<file path="src/hw/rtl/mips_subset_execute_unit_defines.svh">
// ============================================================================
// MIPS subset execute unit: assertion macros
// Shared assertion macros for the execute unit. They expect signals named
// clock and reset in the scope where they are used, and they expand to
// nothing when SYNTHESIS is defined.
// ============================================================================
`ifndef MIPS_SUBSET_EXECUTE_UNIT_DEFINES_SVH
`define MIPS_SUBSET_EXECUTE_UNIT_DEFINES_SVH
`ifndef SYNTHESIS
// Same-cycle implication, checked at every rising edge outside of reset.
`define MSE_ASSERT_IMPLY(label, ante, cons) \
   label: assert property (@(posedge clock) disable iff (reset) (ante) |-> (cons)) \
      else $error("same-cycle implication check failed");
// Next-cycle implication, checked at every rising edge outside of reset.
`define MSE_ASSERT_NEXT(label, ante, cons) \
   label: assert property (@(posedge clock) disable iff (reset) (ante) |=> (cons)) \
      else $error("next-cycle implication check failed");
`else
`define MSE_ASSERT_IMPLY(label, ante, cons)
`define MSE_ASSERT_NEXT(label, ante, cons)
`endif
`endif

</file>
<file path="src/hw/rtl/mse_pkg.sv">
// ============================================================================
// MIPS subset execute unit: shared package
// Widths, operation and error codes, and the structures that pass between
// the modules of the execute unit.
// ============================================================================
`default_nettype none

package mse_pkg;

   localparam int XLEN              = 32;
   localparam int BYTE_W            = 8;
   localparam int NUM_REGS          = 32;
   localparam int REG_AW            = 5;
   localparam int REG_NUM_W         = 6;
   localparam int FUNC_W            = 4;
   localparam int MEM_BYTES_DEFAULT = 65536;

   // Register that comes out of reset holding the data memory size.
   localparam logic [REG_AW-1:0] REG_MEM_SIZE = 5'd31;
   localparam logic [REG_AW-1:0] REG_ZERO     = 5'd0;

   typedef enum logic [FUNC_W-1:0] {
      OP_ADD  = 4'd0,
      OP_SUB  = 4'd1,
      OP_MUL  = 4'd2,
      OP_ADDI = 4'd3,
      OP_BEQ  = 4'd4,
      OP_BNE  = 4'd5,
      OP_SLT  = 4'd6,
      OP_LW   = 4'd7,
      OP_SW   = 4'd8,
      OP_J    = 4'd9
   } op_type;

   typedef enum logic [2:0] {
      ERR_OK     = 3'd0,
      ERR_REG    = 3'd1,
      ERR_ALIGN  = 3'd2,
      ERR_TARGET = 3'd3,
      ERR_OPCODE = 3'd4
   } err_type;

   typedef struct packed {
      logic [FUNC_W-1:0]    func;
      logic [REG_NUM_W-1:0] first_reg;
      logic [REG_NUM_W-1:0] second_reg;
      logic [REG_NUM_W-1:0] third_reg;
      logic [XLEN-1:0]      immediate;
      logic [XLEN-1:0]      pc;
   } instr_type;

   typedef struct packed {
      err_type         err;
      logic [XLEN-1:0] next_pc;
      logic            rf_we;
      logic            load;
      logic [XLEN-1:0] result;
      logic            mem_we;
      logic [XLEN-1:0] mem_addr;
      logic [XLEN-1:0] mem_data;
   } exec_type;

   typedef struct packed {
      logic              we;
      logic [REG_AW-1:0] addr;
      logic [XLEN-1:0]   data;
   } wb_type;

endpackage

`default_nettype wire

</file>
<file path="src/hw/rtl/mse_ram.sv">
// ============================================================================
// MIPS subset execute unit: generic RAM
// Single write port, single read port, registered read data. A read of the
// entry written at the same edge returns the old contents.
// ============================================================================
`default_nettype none

module mse_ram #(
   parameter int WIDTH = 8,
   parameter int DEPTH = 16
) (
   input  logic                     clock,
   input  logic                     wr_en,
   input  logic [$clog2(DEPTH)-1:0] wr_addr,
   input  logic [WIDTH-1:0]         wr_data,
   input  logic                     rd_en,
   input  logic [$clog2(DEPTH)-1:0] rd_addr,
   output logic [WIDTH-1:0]         rd_data
);

   logic [WIDTH-1:0] mem_ff [DEPTH];
   logic [WIDTH-1:0] rd_data_ff;

   always_ff @(posedge clock) begin
      if (wr_en) begin
         mem_ff[wr_addr] <= wr_data;
      end
      if (rd_en) begin
         rd_data_ff <= mem_ff[rd_addr];
      end
   end

   assign rd_data = rd_data_ff;

endmodule

`default_nettype wire

</file>
<file path="src/hw/rtl/mse_regfile.sv">
// ============================================================================
// MIPS subset execute unit: register file
// Two banked copies of the 32 x 32 register file give two read ports. Valid
// bits supply the reset contents, and a bypass covers writes that the
// registered read could not yet see.
// ============================================================================
`default_nettype none

module mse_regfile
   import mse_pkg::*;
#(
   parameter int MEM_BYTES = MEM_BYTES_DEFAULT
) (
   input  logic              clock,
   input  logic              reset,
   input  logic              rd_en,
   input  logic [REG_AW-1:0] rd_addr0,
   input  logic [REG_AW-1:0] rd_addr1,
   input  wb_type            pend,
   input  wb_type            commit,
   output logic [XLEN-1:0]   rd_data0,
   output logic [XLEN-1:0]   rd_data1
);

   localparam logic [XLEN-1:0] MEM_SIZE_VALUE = XLEN'(MEM_BYTES);

   logic [NUM_REGS-1:0] valid_ff;
   logic                rd_valid0_ff;
   logic                rd_valid1_ff;
   logic [REG_AW-1:0]   rd_addr0_ff;
   logic [REG_AW-1:0]   rd_addr1_ff;
   wb_type              last_ff;
   logic [XLEN-1:0]     bank0_data;
   logic [XLEN-1:0]     bank1_data;
   logic [XLEN-1:0]     stored0;
   logic [XLEN-1:0]     stored1;

   mse_ram #(
      .WIDTH (XLEN),
      .DEPTH (NUM_REGS)
   ) u_bank0 (
      .clock   (clock),
      .wr_en   (commit.we),
      .wr_addr (commit.addr),
      .wr_data (commit.data),
      .rd_en   (rd_en),
      .rd_addr (rd_addr0),
      .rd_data (bank0_data)
   );

   mse_ram #(
      .WIDTH (XLEN),
      .DEPTH (NUM_REGS)
   ) u_bank1 (
      .clock   (clock),
      .wr_en   (commit.we),
      .wr_addr (commit.addr),
      .wr_data (commit.data),
      .rd_en   (rd_en),
      .rd_addr (rd_addr1),
      .rd_data (bank1_data)
   );

   // The write committed at the read edge is remembered so that the next
   // item, whose read saw the old contents, still gets the new value.
   always_ff @(posedge clock) begin
      if (reset) begin
         valid_ff     <= '0;
         last_ff      <= '0;
         rd_valid0_ff <= 1'b0;
         rd_valid1_ff <= 1'b0;
      end else begin
         if (commit.we) begin
            valid_ff[commit.addr] <= 1'b1;
         end
         if (rd_en) begin
            last_ff      <= commit;
            rd_valid0_ff <= valid_ff[rd_addr0];
            rd_valid1_ff <= valid_ff[rd_addr1];
         end
      end
   end

   always_ff @(posedge clock) begin
      if (rd_en) begin
         rd_addr0_ff <= rd_addr0;
         rd_addr1_ff <= rd_addr1;
      end
   end

   // Never-written entries read as their reset contents.
   assign stored0 = rd_valid0_ff ? bank0_data :
                    ((rd_addr0_ff == REG_MEM_SIZE) ? MEM_SIZE_VALUE : '0);
   assign stored1 = rd_valid1_ff ? bank1_data :
                    ((rd_addr1_ff == REG_MEM_SIZE) ? MEM_SIZE_VALUE : '0);

   // The pending write of the item just ahead is the newest value.
   assign rd_data0 = (pend.we && (pend.addr == rd_addr0_ff)) ? pend.data :
                     (last_ff.we && (last_ff.addr == rd_addr0_ff)) ? last_ff.data : stored0;
   assign rd_data1 = (pend.we && (pend.addr == rd_addr1_ff)) ? pend.data :
                     (last_ff.we && (last_ff.addr == rd_addr1_ff)) ? last_ff.data : stored1;

endmodule

`default_nettype wire

</file>
<file path="config.mk">
export PLATFORM = sky130hd
export DESIGN_NAME = mse_regfile
export DESIGN_NICKNAME = d
export VERILOG_FILES = /design/src/hw/rtl/mips_subset_execute_unit_defines.svh /design/src/hw/rtl/mse_pkg.sv /design/src/hw/rtl/mse_ram.sv /design/src/hw/rtl/mse_regfile.sv
export SDC_FILE = /design/constraint.sdc
export NUM_CORES = 1
export LEC_CHECK = 0
export BUFFER_PORTS_ARGS = -buffer_cell sky130_fd_sc_hd__buf_4
export CAP_MARGIN = 15
export CORE_AREA = 2 2 350 352
export CTS_BUF_LIST = sky130_fd_sc_hd__clkbuf_2 sky130_fd_sc_hd__clkbuf_4 sky130_fd_sc_hd__clkbuf_8
export DETAILED_ROUTE_END_ITERATION = 10
export DIE_AREA = 0 0 352 354
export GPL_TIMING_DRIVEN = 0
export SLEW_MARGIN = 15
export SYNTH_ARGS = -nofsm -noshare
export SYNTH_HDL_FRONTEND = slang
export SYNTH_SLANG_ARGS = --single-unit
export TNS_END_PERCENT = 5
</file>
<file path="constraint.sdc">
create_clock -name clock -period 5.5 [get_ports clock]
set_input_delay 0.825 -clock clock [delete_from_list [all_inputs] [get_ports clock]]
set_output_delay 0.825 -clock clock [all_outputs]
set_load 0.02 [all_outputs]
</file>
==> insert_results.sql, run 1 <==
INSERT INTO impl_metrics (metric_group, metric, value, unit) VALUES
('placement', 'dpl-instance-area', '0.05866', 'sq mm'),
('pwr', 'total_switching_power', '4.759', 'mW'),
('yosys', 'synth_nets', '2719', ''),
('placement', 'place_inst', '4467', ''),
('critical_path', 'timing.critical_path.slowest_cell_delay', '0.87', 'ns'),
('global_route', 'grt_antenna_before_repair', '8', ''),
('critical_path', 'setup.worst_path.end_class', 'output pin', ''),
('critical_path', 'cp_common_cell', 'sky130_fd_sc_hd__clkbuf_1', ''),
('sta', 'timing.slew.headroom', '14.60', '%'),
('sta', 'setup_repair_after_global_routing_missed_its_margin', 'false', ''),
('pwr', 'cell_pwr_density', '314.3', 'mW/mm^2'),
('critical_path', 'critical_path.startpoint_type', 'flip-flop', ''),
('flow_run', 'maxCapViolCount', '0', ''),
('drt', 'route.antenna.remaining_nets', '0', ''),
('clock_tree', 'ctsHtreeMaxLevel', '4', ''),
('yosys', 'post_synth_inst_count', '2630', ''),
('critical_path', 'timing.critical_path.depth', '7', ''),
('yosys', 'synth_area_per_cell', '20.49', 'sq um'),
('final_layout', 'finalNonFillerCells', '4836', ''),
('clock_tree', 'cts-hold-fix-buffers', '0', ''),
('clock_tree', 'clkSlewWorstSetupHoldPaths', '0.06', 'ns'),
('final_layout', 'share_of_final_layout_standard_cells_stronger_than_drive_strength_1', '42.30', '%'),
('clock_tree', 'cts.root.buffer_cell', 'sky130_fd_sc_hd__clkbuf_8', ''),
('final_layout', 'area_growth_syn_to_layout', '16.20', '%'),
('pwr', 'netSwitchingFraction', '24.17', '%'),
('critical_path', 'worst_r2r_startpoint', 'u_bank1.mem_ff[30][8]', ''),
('sta', 'setup_viol', '0', ''),
('sta', 'finalWorstSetupSlack', '0.1463', 'ns'),
('yosys', 'synthesis_warning_total', '0', ''),
('pwr', 'leak_pwr', '20.52', 'nW'),
('global_route', 'first_global_vias', '32650', ''),
('pwr', 'seqPwrFrac', '50.8', '%'),
('outcome', 'run_status', 'finished clean', ''),
('pwr', 'intPower', '14.93', 'mW'),
('drt', 'detail_route.wirelength', '181.5', 'mm'),
('placement', 'place.detailed.hpwl', '122.8', 'mm'),
('global_route', 'grt.overflow.total', '0', ''),
('drt', 'avgRoutedWirePerCell', '37.52', 'um'),
('clock_tree', 'cts_max_path_buffers', '3', ''),
('min_path', 'worstHoldStart', 'rd_addr1[4]', ''),
('sta', 'hold_viol_final', '0', ''),
('pwr', 'share_comb_of_total_power', '9.6', '%'),
('sta', 'min_period_over_period', '97.34', '%'),
('final_layout', 'finalNetCount', '3130', ''),
('yosys', 'synth.lib_cells_used.distinct', '29', ''),
('critical_path', 'required_worst_endpoint', '4.68', 'ns'),
('critical_path', 'crit_fanout', '10', ''),
('drt', 'route.detailed.drc', '0', ''),
('drt', 'detailedRoute.firstIterationViolations', '4528', ''),
('critical_path', 'crit_path_cell_trace', 'xor2_1 -> nor4_1 -> and3_1 -> clkbuf_1 -> clkbuf_1 -> o21ai_0 -> buf_4', ''),
('critical_path', 'critical_path_buf_inv_count', '3', ''),
('die', 'initial_utilization', '44.58', '%'),
('die', 'ioPinCount', '153', ''),
('sta', 'timing_max_transition_violations_final', '0', ''),
('final_layout', 'fin_area', '0.06263', 'sq mm'),
('clock_tree', 'postCtsSetupRepairBufs', '0', ''),
('global_route', 'grt_first_pass_wirelength', '249.8', 'mm'),
('pwr', 'vdd.ir_drop.worst', '0.2312', 'mV'),
('final_layout', 'layout_common_cells', 'sky130_fd_sc_hd__edfxtp_1, sky130_fd_sc_hd__mux4_2, sky130_fd_sc_hd__clkbuf_8', ''),
('critical_path', 'worstPathArrival', '4.53', 'ns'),
('sta', 'fin_skew', '0.04037', 'ns'),
('drt', 'dr_total_vias', '31640', ''),
('yosys', 'ys_seq_elements', '1170', ''),
('drt', 'detailed_routing_iterations_pass_1', '6', ''),
('clock_tree', 'worst_skew_pair.late_latency', '0.87', 'ns'),
('critical_path', 'r2r_path_end', 'u_bank0.rd_data[8]', ''),
('min_path', 'min_delay_worst_endpoint', 'rd_addr1_ff[4]', ''),
('drt', 'viasPerCell', '6.542', ''),
('critical_path', 'reg2reg_depth', '3', ''),
('yosys', 'post_synth_instance_area', '0.05390', 'sq mm'),
('sta', 'timing.final.crit_period', '5.354', 'ns');
## power groups by stage
stage	combinational (mW)	clock, mW	sequential [mW]
after floorplan	1.07	0	10.2
after CTS	1.88	7.87	10.0
after detailed placement	1.87	0	10.2
after global routing	1.95	8.25	10.0
after global placement	1.80	0	10.2
final	1.88	7.79	10.0
## how the worst max path moves through the flow
stage / start / endpoint / slack [ns]
after detailed placement: pend[34] / rd_data0[13] / 0.55
after global placement: commit[32] / u_bank1.mem_ff[20][14] / -0.72
after global routing: rd_addr0_ff[2] / rd_data0[11] / 0.03
final: rd_addr0_ff[2] / rd_data0[11] / 0.15
after CTS: rd_addr0_ff[2] / rd_data0[13] / 0.07
after floorplan: commit[35] / u_bank1.mem_ff[10][0] / 2.14
## final cells by class
cell class / instances / area, sq um
buffer: 197 / 948.4
sequential: 1170 / 34410
clock buffer: 292 / 3537
fill: 9558 / 58290
tap: 1625 / 2033
multi-input combinational: 1263 / 18810
timing repair buffer: 213 / 2495
clock inverter: 71 / 384.1
antenna: 5 / 12.51
## registers in the layout, summed over array words and instances, names as in the netlist
signal and flops:
u_bank0.mem_ff 32, rd_valid1_ff 1, u_bank1.mem_ff 992, u_bank1.rd_data 32
last_ff 38, rd_valid0_ff 1, u_bank0.rd_data 32, valid_ff 32
rd_addr0_ff 5, rd_addr1_ff 5
## cell families after synthesis
kind of cell / synth area share (%)
flip-flops: 63.85
multiplexers: 30.53
AND/OR/NAND/NOR: 2.721
buffers and inverters: 1.709
AO/OA/AOI/OAI: 0.8682
XOR/XNOR: 0.3250
## routing by layer
| layer | wire, um | track usage [%] | vias up |
|---|---|---|---|
| met5 | 38 | 0 | - |
| met4 | 7972 | 12.28 | 6 |
| met1 | 68690 | 38.96 | 17050 |
| met3 | 20200 | 8.124 | 366 |
| met2 | 84570 | 45.22 | 2118 |
| li1 | - | - | 12100 |
## through the flow
stage	utilization, %	hold WS, ns	setup TNS (ns)
after floorplan	-	0.4615	0
after global placement	47.18	0.4766	-247.13
after detailed placement	48.51	0.4917	0
after CTS	51.75	0.08804	0
after global routing	51.79	0.1103	0
final	51.80	0.1540	0
## synthesized netlist by cell type (all sizes together)
cell	count	area [sq um]
nand2	79	296.5
nand2b	4	25.02
xor2	16	140.1
mux4	640	14410
a21oi	6	30.03
o21ai	62	310.3
or3	1	6.260
and2	64	400.4
edfxtp	1098	32970
clkbuf	98	367.9
nor4	4	25.02
buf	99	553.0
a22oi	8	60.06
or3b	3	26.28
a311oi	2	17.52
mux2i	132	1321
mux2	64	720.7
nand3b	5	37.54
nor2b	4	25.02
xnor2	4	35.03
dfxtp	72	1441
a211oi	2	15.01
and3	4	25.02
nand3	14	70.07
o31ai	2	15.01
nor2	141	529.3
o311a	2	20.02
Note: power is estimated with default switching activity, not from simulation.
==> run 2: changes to the inputs <==
CTS_BUF_LIST = not set   (was sky130_fd_sc_hd__clkbuf_2 sky130_fd_sc_hd__clkbuf_4 sky130_fd_sc_hd__clkbuf_8)
==> run 2 against run 1 <==
Clock skew decreased by 0.017 ns. Non-clock buffer count unchanged. Power is 2.9% higher. Critical endpoint unchanged. Largest power group unchanged. Highest routed layer unchanged.
==> insert_results.sql, run 2 (synthesized netlist as in run 1, its figures left out) <==
INSERT INTO impl_metrics (metric_group, metric, value, unit) VALUES
('global_route', 'groute.usage.overall', '29.03', '%'),
('clock_tree', 'cts_max_path_buffers', '3', ''),
('global_route', 'use_met2', '45.07', '%'),
('global_route', 'largest_net_degree_at_the_start_of_global_routing', '76', ''),
('critical_path', 'regToRegSetupSlack', '3.47', 'ns'),
('drt', 'detail_route.wirelength', '180.6', 'mm'),
('outcome', 'run_status', 'finished clean', ''),
('clock_tree', 'worst_skew_pair.late_latency', '0.73', 'ns'),
('critical_path', 'cell_family_contributing_the_most_delay_on_the_critical_path', 'buffers and inverters', ''),
('placement', 'place.detailed.hpwl', '122.8', 'mm'),
('critical_path', 'setup.worst_path.start', 'rd_addr0_ff[2]', ''),
('final_layout', 'finalNetCount', '3064', ''),
('critical_path', 'critical_path_class', 'flip-flop to output pin', ''),
('die', 'fp.dieW', '352', 'um'),
('sta', 'min_period_over_period', '95.59', '%'),
('drt', 'dr_total_vias', '31230', ''),
('min_path', 'worst_hold_path_type', 'primary input to flip-flop', ''),
('global_route', 'first_global_vias', '31890', ''),
('global_route', 'global_route.usage.met1', '39.33', '%'),
('global_route', 'grt_first_pass_wirelength', '248.5', 'mm'),
('critical_path', 'crit_path_cell_trace', 'xor2_1 -> nor4_1 -> and3_1 -> clkbuf_1 -> clkbuf_1 -> o21ai_0 -> buf_4', ''),
('sta', 'timing.final.crit_period', '5.258', 'ns'),
('sta', 'setup_repair_after_global_routing_missed_its_margin', 'false', ''),
('placement', 'globalplace.congestion', '0.8556', ''),
('drt', 'detailed_routing_iterations_pass_1', '5', ''),
('sta', 'timing_max_transition_violations_final', '0', ''),
('final_layout', 'largest_register_ffs', '992', ''),
('min_path', 'worst_hold_path.num_cells', '1', ''),
('pwr', 'finalPower', '20.26', 'mW'),
('placement', 'placement.io_buffers', '148', ''),
('sta', 'slew_of_the_pin_with_the_lowest_slew_margin', '1.275', 'ns'),
('sta', 'hold_viol_final', '0', ''),
('die', 'initial_utilization', '44.58', '%'),
('clock_tree', 'postCtsSetupRepairBufs', '0', ''),
('die', 'die_area', '0.1246', 'sq mm'),
('final_layout', 'layout_common_cells', 'sky130_fd_sc_hd__edfxtp_1, sky130_fd_sc_hd__mux4_2, sky130_fd_sc_hd__buf_4', ''),
('critical_path', 'r2r_path_end', 'u_bank1.rd_data[8]', ''),
('critical_path', 'timing.critical_path.depth', '7', ''),
('sta', 'maxClockFrequency', '0.1902', 'GHz'),
('drt', 'viasPerCell', '6.644', ''),
('critical_path', 'critical_path_buf_inv_count', '3', ''),
('clock_tree', 'post_cts_resize_count', '0', ''),
('sta', 'finalWorstSetupSlack', '0.2424', 'ns'),
('clock_tree', 'clkSlewWorstSetupHoldPaths', '0.06', 'ns'),
('global_route', 'grt.met3_usage', '7.881', '%'),
('final_layout', 'area_growth_syn_to_layout', '16.37', '%'),
('sta', 'finalHoldWorstSlack', '0.2953', 'ns'),
('critical_path', 'worst_r2r_startpoint', 'u_bank1.mem_ff[30][8]', ''),
('critical_path', 'setup.worst_path.end_class', 'output pin', ''),
('critical_path', 'cp_common_cell', 'sky130_fd_sc_hd__clkbuf_1', ''),
('sta', 'timing.slew.headroom', '14.99', '%'),
('final_layout', 'mostFrequentLayoutCell', 'sky130_fd_sc_hd__edfxtp_1', ''),
('global_route', 'grt_antenna_before_repair', '7', ''),
('final_layout', 'share_of_final_layout_standard_cells_stronger_than_drive_strength_1', '39.45', '%'),
('pwr', 'cell_pwr_density', '323.0', 'mW/mm^2'),
('clock_tree', 'cts_buf_count', '130', ''),
('final_layout', 'regMostFlops', 'u_bank1.mem_ff', ''),
('critical_path', 'critPathSlowestCell', 'sky130_fd_sc_hd__clkbuf_1', ''),
('global_route', 'grt.busiest_layer', 'met2', ''),
('critical_path', 'critical_path.startpoint_type', 'flip-flop', ''),
('critical_path', 'timing.critical_path.to', 'rd_data0[11]', ''),
('pwr', 'leak_pwr', '20.41', 'nW'),
('die', 'core_area', '0.1209', 'sq mm'),
('drt', 'route.antenna.remaining_nets', '0', ''),
('clock_tree', 'clock_sinks', '1170', ''),
('critical_path', 'timing.critical_path.slowest_cell_delay', '0.85', 'ns'),
('clock_tree', 'tritoncts', 'done', ''),
('critical_path', 'worstPathArrival', '4.43', 'ns'),
('placement', 'dpl-instance-area', '0.05866', 'sq mm'),
('clock_tree', 'cts-hold-fix-buffers', '0', ''),
('critical_path', 'crit_fanout', '10', ''),
('final_layout', 'reg_top3', 'u_bank1.mem_ff x992, last_ff x38', ''),
('placement', 'dpl_worst_slack', '0.5549', 'ns'),
('sta', 'setup_viol', '0', ''),
('die', 'core.rowCount', '128', ''),
('drt', 'avgRoutedWirePerCell', '38.41', 'um'),
('drt', 'route.detailed.drc', '0', ''),
('flow_run', 'maxCapViolCount', '0', ''),
('critical_path', 'reg2reg_depth', '3', ''),
('die', 'die_height', '354', 'um'),
('sta', 'fin_skew', '0.02296', 'ns'),
('global_route', 'grt.overflow.total', '0', ''),
('critical_path', 'required_worst_endpoint', '4.68', 'ns'),
('clock_tree', 'cts.root.buffer_cell', 'sky130_fd_sc_hd__clkbuf_16', ''),
('final_layout', 'fin_area', '0.06272', 'sq mm'),
('pwr', 'vdd.ir_drop.worst', '0.3021', 'mV'),
('clock_tree', 'ctsHtreeMaxLevel', '4', ''),
('drt', 'detailedRoute.firstIterationViolations', '4787', ''),
('die', 'ioPinCount', '153', '');
==> run 2: cell count changes in the layout (fill, tap and decap cells not counted) <==
cell / delta
sky130_fd_sc_hd__clkbuf_8: -211
sky130_fd_sc_hd__inv_8: -1
sky130_fd_sc_hd__clkbuf_16: +135
sky130_fd_sc_hd__clkbuf_4: -77
sky130_fd_sc_hd__clkinv_2: +6
sky130_fd_sc_hd__clkinv_1: -20
sky130_fd_sc_hd__inv_6: +2
sky130_fd_sc_hd__clkinvlp_4: -3
sky130_fd_sc_hd__diode_2: -1
sky130_fd_sc_hd__bufinv_16: +5
sky130_fd_sc_hd__clkbuf_1: +30
==> run 2: metrics by stage <==
step | TNS, ns | instances | utilization (%)
6_report | 0 | 4701 | 51.87
5_1_grt | 0 | 4697 | 51.87
4_1_cts | 0 | 4696 | 51.84
3_5_place_dp | 0 | 4467 | 48.51
3_3_place_gp | -247.13 | 4403 | 47.18
2_1_floorplan | 0 | 2630 | -
==> run 2: worst reg2reg max path, cell delays in order (launching register included) <==
cell	delay [ns]
sky130_fd_sc_hd__edfxtp_1	0.41
sky130_fd_sc_hd__mux4_2	0.49
sky130_fd_sc_hd__mux4_2	0.56
sky130_fd_sc_hd__mux2_2	0.31
==> run 2: worst min-delay path by stage <==
stage | from | to | slack (ns)
floorplan | valid_ff[0] | valid_ff[0] | 0.46
global placement | valid_ff[12] | valid_ff[12] | 0.48
detailed placement | valid_ff[31] | valid_ff[31] | 0.49
CTS | rd_addr1[4] | rd_addr1_ff[4] | 0.26
global route | rd_addr1[4] | rd_addr1_ff[4] | 0.27
finish | rd_addr1[4] | rd_addr1_ff[4] | 0.30
==> run 2: area by class of cell <==
| cell class | count | area [sq um] |
|---|---|---|
| fill | 9457 | 58190 |
| sequential | 1170 | 34410 |
| multi-input combinational | 1263 | 18810 |
| clock buffer | 169 | 3546 |
| timing repair buffer | 213 | 2495 |
| tap | 1625 | 2033 |
| buffer | 197 | 948.4 |
| clock inverter | 60 | 473.0 |
| antenna | 4 | 10.01 |
==> run 2: where the power goes <==
part / switching, mW / total [mW] / internal, mW
clock: 3.51 / 8.37 / 4.86
sequential: 0.0867 / 10.0 / 9.92
combinational: 1.08 / 1.89 / 0.809
total: 4.68 / 20.3 / 15.6
==> run 2: per-layer routing <==
layer | routed length (um) | vias up
met3 | 19700 | 329
met1 | 68940 | 16950
met4 | 7257 | 6
li1 | - | 11940
met2 | 84650 | 2005
met5 | 34 | -
